==> src/hdl/e2ep44_pkg.sv <==
package e2ep44_pkg;

  // configuration port
  localparam int unsigned CfgIdxW  = 3;
  localparam int unsigned CfgDataW = 32;

  localparam logic [CfgIdxW-1:0] CFG_HDR_OFFSET = 3'd0;
  localparam logic [CfgIdxW-1:0] CFG_DATA_ID    = 3'd1;
  localparam logic [CfgIdxW-1:0] CFG_MIN_LEN    = 3'd2;
  localparam logic [CfgIdxW-1:0] CFG_MAX_LEN    = 3'd3;
  localparam logic [CfgIdxW-1:0] CFG_MAX_DELTA  = 3'd4;
  localparam logic [CfgIdxW-1:0] CFG_SRC_MODE   = 3'd5;

  // register reset values
  localparam logic [15:0] HdrOffsetRst = 16'd0;
  localparam logic [31:0] DataIdRst    = 32'd0;
  localparam logic [15:0] MinLenRst    = 16'd16;
  localparam logic [15:0] MaxLenRst    = 16'd4096;
  localparam logic [15:0] MaxDeltaRst  = 16'd1;
  localparam logic        SrcModeRst   = 1'b1;

  // protocol constants
  localparam logic [31:0] CrcInit    = 32'hFFFF_FFFF;
  localparam logic [31:0] CrcPoly    = 32'hC8DF_352F;
  localparam logic [15:0] CounterMax = 16'hFFFF;
  localparam logic [16:0] HdrBytes   = 17'd16;
  localparam logic [16:0] CrcGapLo   = 17'd8;
  localparam logic [16:0] CrcGapHi   = 17'd12;

  typedef enum logic [2:0] {
    ST_OK         = 3'd0,
    ST_OKSOMELOST = 3'd1,
    ST_ERROR      = 3'd2,
    ST_REPEATED   = 3'd3,
    ST_NONEWDATA  = 3'd4,
    ST_WRONGSEQ   = 3'd5
  } status_e;

  typedef enum logic [2:0] {
    GEN_OK        = 3'd0,
    GEN_ERROR     = 3'd1,
    GEN_REPEATED  = 3'd2,
    GEN_NONEWDATA = 3'd3,
    GEN_WRONGSEQ  = 3'd4
  } generic_e;

  typedef struct packed {
    logic [7:0]  data_byte;
    logic        last_byte;
    logic        no_data;
    logic [27:0] expected_source_id;
    logic        expected_msg_type;
    logic        expected_msg_result;
  } in_item_t;

  typedef struct packed {
    logic        return_code;
    logic [2:0]  check_status;
    logic [2:0]  generic_status;
    logic [27:0] received_source_id;
    logic [15:0] received_counter;
  } out_item_t;

  // captured e2e header
  typedef struct packed {
    logic [15:0] length;
    logic [15:0] counter;
    logic [31:0] data_id;
    logic [31:0] crc;
    logic [31:0] src_word;
  } hdr_t;

  // message view after the current byte
  typedef struct packed {
    logic [15:0] pos;
    logic [31:0] crc;
    hdr_t        hdr;
  } msg_t;

  // one byte of reflected crc-32p4
  function automatic logic [31:0] crc_byte(input logic [31:0] crc_in, input logic [7:0] b);
    logic [31:0] c;
    c = crc_in ^ {24'd0, b};
    for (int k = 0; k < 8; k++) begin
      c = c[0] ? ((c >> 1) ^ CrcPoly) : (c >> 1);
    end
    return c;
  endfunction

  // status to generic status
  function automatic logic [2:0] map_generic(input logic rc, input logic [2:0] st);
    generic_e g;
    if (rc) begin
      g = GEN_ERROR;
    end else begin
      case (st) inside
        ST_OK, ST_OKSOMELOST: g = GEN_OK;
        ST_REPEATED:          g = GEN_REPEATED;
        ST_NONEWDATA:         g = GEN_NONEWDATA;
        ST_WRONGSEQ:          g = GEN_WRONGSEQ;
        default:              g = GEN_ERROR;
      endcase
    end
    return g;
  endfunction

endpackage

==> src/hdl/e2ep44_accum.sv <==
module e2ep44_accum (
  input  logic                clk_i,
  input  logic                rst_ni,
  input  logic                step_i,
  input  logic                restart_i,
  input  logic                no_data_i,
  input  logic [7:0]          byte_i,
  input  logic [15:0]         offset_i,
  output e2ep44_pkg::msg_t    msg_o
);

  logic [15:0]       pos_q, pos_d;
  logic [31:0]       crc_q, crc_upd;
  e2ep44_pkg::hdr_t  hdr_q, hdr_upd;

  logic [16:0] off_ext, pos_ext, rel_full;
  logic [3:0]  rel;
  logic        in_gap, in_hdr;

  function automatic logic [31:0] put32(input logic [31:0] w, input logic [1:0] k,
                                        input logic [7:0] b);
    logic [31:0] r;
    r = w;
    case (k)
      2'd0:    r[31:24] = b;
      2'd1:    r[23:16] = b;
      2'd2:    r[15:8]  = b;
      default: r[7:0]   = b;
    endcase
    return r;
  endfunction

  function automatic logic [15:0] put16(input logic [15:0] w, input logic k,
                                        input logic [7:0] b);
    logic [15:0] r;
    r = w;
    if (k) r[7:0] = b;
    else   r[15:8] = b;
    return r;
  endfunction

  // window decode against the header offset
  always_comb begin
    off_ext  = {1'b0, offset_i};
    pos_ext  = {1'b0, pos_q};
    rel_full = pos_ext - off_ext;
    rel      = rel_full[3:0];
    in_gap   = (pos_ext >= off_ext + e2ep44_pkg::CrcGapLo) &&
               (pos_ext < off_ext + e2ep44_pkg::CrcGapHi);
    in_hdr   = (pos_ext >= off_ext) && (pos_ext < off_ext + e2ep44_pkg::HdrBytes);
  end

  // crc and header byte capture
  always_comb begin
    crc_upd = in_gap ? crc_q : e2ep44_pkg::crc_byte(crc_q, byte_i);
    hdr_upd = hdr_q;
    if (in_hdr) begin
      case (rel[3:2])
        2'd0: begin
          if (!rel[1]) hdr_upd.length  = put16(hdr_q.length, rel[0], byte_i);
          else         hdr_upd.counter = put16(hdr_q.counter, rel[0], byte_i);
        end
        2'd1:    hdr_upd.data_id  = put32(hdr_q.data_id, rel[1:0], byte_i);
        2'd2:    hdr_upd.crc      = put32(hdr_q.crc, rel[1:0], byte_i);
        default: hdr_upd.src_word = put32(hdr_q.src_word, rel[1:0], byte_i);
      endcase
    end
    pos_d = (pos_q != e2ep44_pkg::CounterMax) ? pos_q + 16'd1 : pos_q;
  end

  assign msg_o.pos = pos_q;
  assign msg_o.crc = crc_upd;
  assign msg_o.hdr = hdr_upd;

  // message state, restarted after each result
  always_ff @(posedge clk_i or negedge rst_ni) begin
    if (!rst_ni) begin
      pos_q <= '0;
      crc_q <= e2ep44_pkg::CrcInit;
      hdr_q <= '0;
    end else if (step_i) begin
      if (restart_i || no_data_i) begin
        pos_q <= '0;
        crc_q <= e2ep44_pkg::CrcInit;
        hdr_q <= '0;
      end else begin
        pos_q <= pos_d;
        crc_q <= crc_upd;
        hdr_q <= hdr_upd;
      end
    end
  end

endmodule

==> config.mk <==
export PLATFORM = sky130hd
export DESIGN_NAME = e2ep44_accum
export DESIGN_NICKNAME = d
export VERILOG_FILES = /design/src/hdl/e2ep44_pkg.sv /design/src/hdl/e2ep44_accum.sv
export SDC_FILE = /design/constraint.sdc
export NUM_CORES = 1
export LEC_CHECK = 0
export BUFFER_PORTS_ARGS = -buffer_cell sky130_fd_sc_hd__clkbuf_2
export CAP_MARGIN = 20
export CORE_MARGIN = 1.5
export CORE_UTILIZATION = 53
export DETAILED_ROUTE_END_ITERATION = 16
export GPL_TIMING_DRIVEN = 0
export PLACE_DENSITY_LB_ADDON = 0.1
export SKIP_CTS_REPAIR_TIMING = 1
export SYNTH_ARGS = -nofsm -noshare
export SYNTH_HDL_FRONTEND = slang
export SYNTH_SLANG_ARGS = --single-unit
==> constraint.sdc <==
create_clock -name clk_i -period 12.3 [get_ports clk_i]
set_input_delay 1.845 -clock clk_i [delete_from_list [all_inputs] [get_ports clk_i]]
set_output_delay 1.845 -clock clk_i [all_outputs]
set_load 0.005 [all_outputs]
-- Word-level counts from Yosys, hierarchy flattened
Cells that the tools add are included.
- bits in registers: 176
- input bits: 29
- output and inout port bits: 176
- word-level logic and storage cells: 75
- $add $sub $neg: 5
- $lt $le $gt $ge: 4
- equality and inequality tests: 5
- multiplexer cells: 36
- bitwise operators: 9
- reduce and logical (&&, ||, !) cells: 9
- operator list (cell ; number):
    $mux W32 ; 14
    $mux W128 ; 2
    $not A18 Y19 ; 8
    $mux W8 ; 16
    $mux W16 ; 4
    $add A16 B4 Y17 const B ; 2
    $lt A16 B17 Y1 ; 2
    $xor A32 B8 Y32 ; 1
    $add A16 B5 Y17 const B ; 1
    $ge A16 B17 Y1 ; 1
    $add A16 B1 Y16 const B ; 1
    $ge A16 B16 Y1 ; 1
    $ne A16 B16 Y1 const B ; 1
    $reduce_or A3 Y1 ; 2
    $eq A2 B1 Y1 const B ; 2
    $eq A2 B2 Y1 const B ; 2
    $logic_not A2 Y1 ; 2
    $sub A4 B4 Y4 ; 1
    $logic_and A1 B1 Y1 ; 2
    $reduce_and A2 Y1 ; 1
    $reduce_bool A2 Y1 ; 1
    $logic_or A1 B1 Y1 ; 1

-- Depth between registers and ports, before layout
- depth in word-level cells: 19
- depth in mapped cells: 17
- gate-level depth less buffers: 16

-- Worst setup path after synthesis
OpenSTA, ideal clock, no wires.
- path type: input-to-output
- from: input port offset_i[4]
- to: output port msg_o[131] in the netlist's numbering
- arrival time: 4997 ps
- data required time: 10455 ps
- path slack: 5458 ps
- stages on the path: 16
- path through: ha_1 -> and3_1 -> clkbuf_1 -> nand3_1 -> nor2_1 -> nand3_1 -> nor2_1 -> xnor2_1 -> ha_1 -> a2111oi_0 -> o21ai_0 -> a211o_1 -> a21oi_1 -> o211ai_1 -> clkbuf_1 -> mux2_2
- RTL lines (element ; line ; RTL):
    start: declaration ; e2ep44_accum.sv:8 ; input logic [15:0] offset_i,
    end: declaration ; e2ep44_accum.sv:9 ; output e2ep44_pkg::msg_t msg_o

==> qor.csv <==
metric,value,unit
Non-Filler Instances,1542,
CORE AREA,0.0218,sq mm
FP Rows,54,
layout cells sized above 1,0.384,
drt first pass iters,5,
DRT Wirelength,35300,um
clock share of power,0.236,
Comb power frac,0.482,
Final Hold Fails,0,
Post-Synth Adder-Cell Area,0.0653,
mapped cell area,0.0118,sq mm
area delta synth->final,16.5,%
Critical Path End Type,primary output,
PnR Total Power,0.00237,W
number of synthesized flops with an enable pin,0,
post-synth top area cell,dfrtp_1,
Worst-Margin Slew,1.02,ns
global route overflow,0,
Max Cap Violations,0,
final slew viol count,0,
mux cell area share after synthesis,0.152,
most frequent cells in the layout,"clkbuf_2, mux2_2, dfrtp_1",
Worst-Skew Late Latency,0.44,ns
Worst Skew,0.0111,ns
die outline height,152,um
Post-synth ARST share,1.00,
register bit total from synthesis,176,
CP Class,in -> out,
syn_nets,1126,
setup TNS,0,ns
CTS tree,yes,
status,"complete, no violations",
ant diodes,0,
RSZ-0062 raised after global routing,false,
vias per cell,6.17,
Tmin final,8.15,ns
Critical Path AT,6.31,ns
Vias,9519,
"Avg Cell Area, Syn",11.4,sq um
Wirelength per Cell,22.9,um
Slew headroom,0.317,
switching power,0.000893,W
switch share,0.377,
CP Max Fanout,10,
GR Util All Layers,0.306,
initial antenna violation count,0,
I/O pins,205,
Reg power frac,0.282,
main combinational cell family by area after synthesis,compound AO/OA/AOI/OAI gates,
top-area cell type share of the netlist area,0.305,
Residual DRC,0,
"commonest non-fill, non-tap cell in the layout",clkbuf_2,
vias in the first global route,9707,
Initial DRC Count,638,
sequential share of the synthesized area,0.377,
Max Fclk,123,MHz
post-route antenna net violation count,0,
Startpoint Class,input pin,
Final period util,0.663,
Clk Tree Root Cell,clkbuf_16,
Final setup viols,0,
fraction of synthesized cell area in xor and xnor cells,0.100,
Pint,0.00147,W
peak supply drop,0.132,mV
Chip Width,152,um
Inserted Clock Buffers,17,
Clock transition at path regs,0.07,ns
HP Class,reg -> reg,
design area,0.0137,sq mm
YS warnings,0,
power per cell area,172,mW/mm^2
CTS H-tree lvls,4,
Port Buffer Count,193,
DIE AREA,0.0232,sq mm
largest net degree at the start of global routing,102,
dpl cell area,0.0132,sq mm
fin util,0.630,
Final #Nets,1339,
leakage power,6.22,nW
dpl cells,1510,
compound-cell area share of the yosys netlist,0.179,
clk sinks,176,
wire length of the first global-routing pass,55400,um
CP required,10.45,ns
DP HPWL,25200,um
Synth cell types,56,
cells after synthesis,1036,
top_reg_cell synth,dfrtp_1,
clock buffer depth,2,
synth top area cells,"dfrtp_1, mux2_2, a32o_1, dfstp_2, xnor2_1",
Synth Area in Simple Gates,0.0951,
initial cell density of the core,0.541,
Placer Congestion,0.882,
cells in the mapped netlist, drive strengths merged, types with 3 or more instances:
cell / instances
a21o: 14
a21oi: 23
a32o: 96
and2: 10
and3: 3
buf: 28
clkbuf: 43
dfrtp: 144
dfstp: 32
ha: 60
inv: 23
mux2: 159
nand2: 41
nand3: 15
nand4: 11
nor2: 41
nor2b: 5
nor3: 12
nor4: 19
o211ai: 3
o21a: 4
o21ai: 30
o22a: 31
o2bb2ai: 32
o31ai: 3
or2: 3
or3: 10
xnor2: 90
xor2: 32
cell families (layout without fill, tap and decap cells):
group | after synthesis | in the layout
multiplexers | 159 | 159
flip-flops | 176 | 176
AND/OR/NAND/NOR | 176 | 176
XOR/XNOR | 122 | 122
AO/OA/AOI/OAI | 248 | 248
adder cells (fa/ha/maj) | 61 | 61
buffers and inverters | 94 | 320
final timing paths:
kind | start | slack, ns | endpoint | cells after the start
min in group asynchronous | rst_ni | 1.50 | pos_q[13]$_DFFE_PN0P_ | 1
worst min register to register | hdr_q[61]$_DFFE_PN0P_ | 0.49 | hdr_q[61]$_DFFE_PN0P_ | 1
max in group asynchronous | rst_ni | 9.84 | hdr_q[121]$_DFFE_PN0P_ | 2
worst max-delay path | offset_i[4] | 4.15 | msg_o[137] | 18
worst max register to register | pos_q[2]$_DFFE_PN0P_ | 8.49 | hdr_q[72]$_DFFE_PN0P_ | 11
worst min-delay path | hdr_q[61]$_DFFE_PN0P_ | 0.49 | hdr_q[61]$_DFFE_PN0P_ | 1
power by group through the flow:
stage / logic [W] / clock network, W / registers (W)
after detailed placement: 0.00114 / 0 / 0.000679
final: 0.00114 / 0.000558 / 0.000667
after global routing: 0.00124 / 0.000584 / 0.000673
after CTS: 0.00115 / 0.000561 / 0.000668
after floorplan: 0.000758 / 0 / 0.000669
after global placement: 0.00113 / 0 / 0.000677
layer usage:
| metal | global-route usage | share of wire |
|---|---|---|
| met3 | 0.0563 | 0.063 |
| met1 | 0.409 | 0.43 |
| met5 | 0 | 0 |
| met4 | 0.109 | 0.033 |
| met2 | 0.500 | 0.47 |
registers in the layout (all words and copies together) (netlist names):
| register | flops |
|---|---|
| crc_q | 32 |
| pos_q | 16 |
| hdr_q | 128 |
worst max-delay path: stages:
cell,delay [ns]
clkbuf_2,0.19
ha_1,0.26
and3_1,0.17
clkbuf_1,0.27
nand3_1,0.21
nor2_1,0.26
nand3_1,0.17
nor2_1,0.15
xnor2_1,0.13
ha_1,0.25
a2111oi_0,0.50
o21ai_0,0.16
a211o_1,0.25
a21oi_1,0.12
o211ai_1,0.39
clkbuf_1,0.44
mux2_2,0.40
clkbuf_2,0.12
layout make-up:
| cell class | count | area [sq um] |
|---|---|---|
| buffer | 71 | 295 |
| clock buffer | 17 | 425 |
| clock inverter | 15 | 165 |
| fill | 1880 | 8080 |
| inverter | 23 | 86.3 |
| multi-input combinational | 766 | 6970 |
| sequential | 176 | 4440 |
| tap | 280 | 350 |
| timing repair buffer | 194 | 1000 |
stage by stage:
stage,hold slack [ns],setup WS [ns]
floorplan,0.452,5.46
global placement,0.467,4.10
detailed placement,0.470,4.15
CTS,0.491,4.13
global route,0.498,3.77
finish,0.489,4.15
Note: power is estimated with default switching activity, not from simulation.
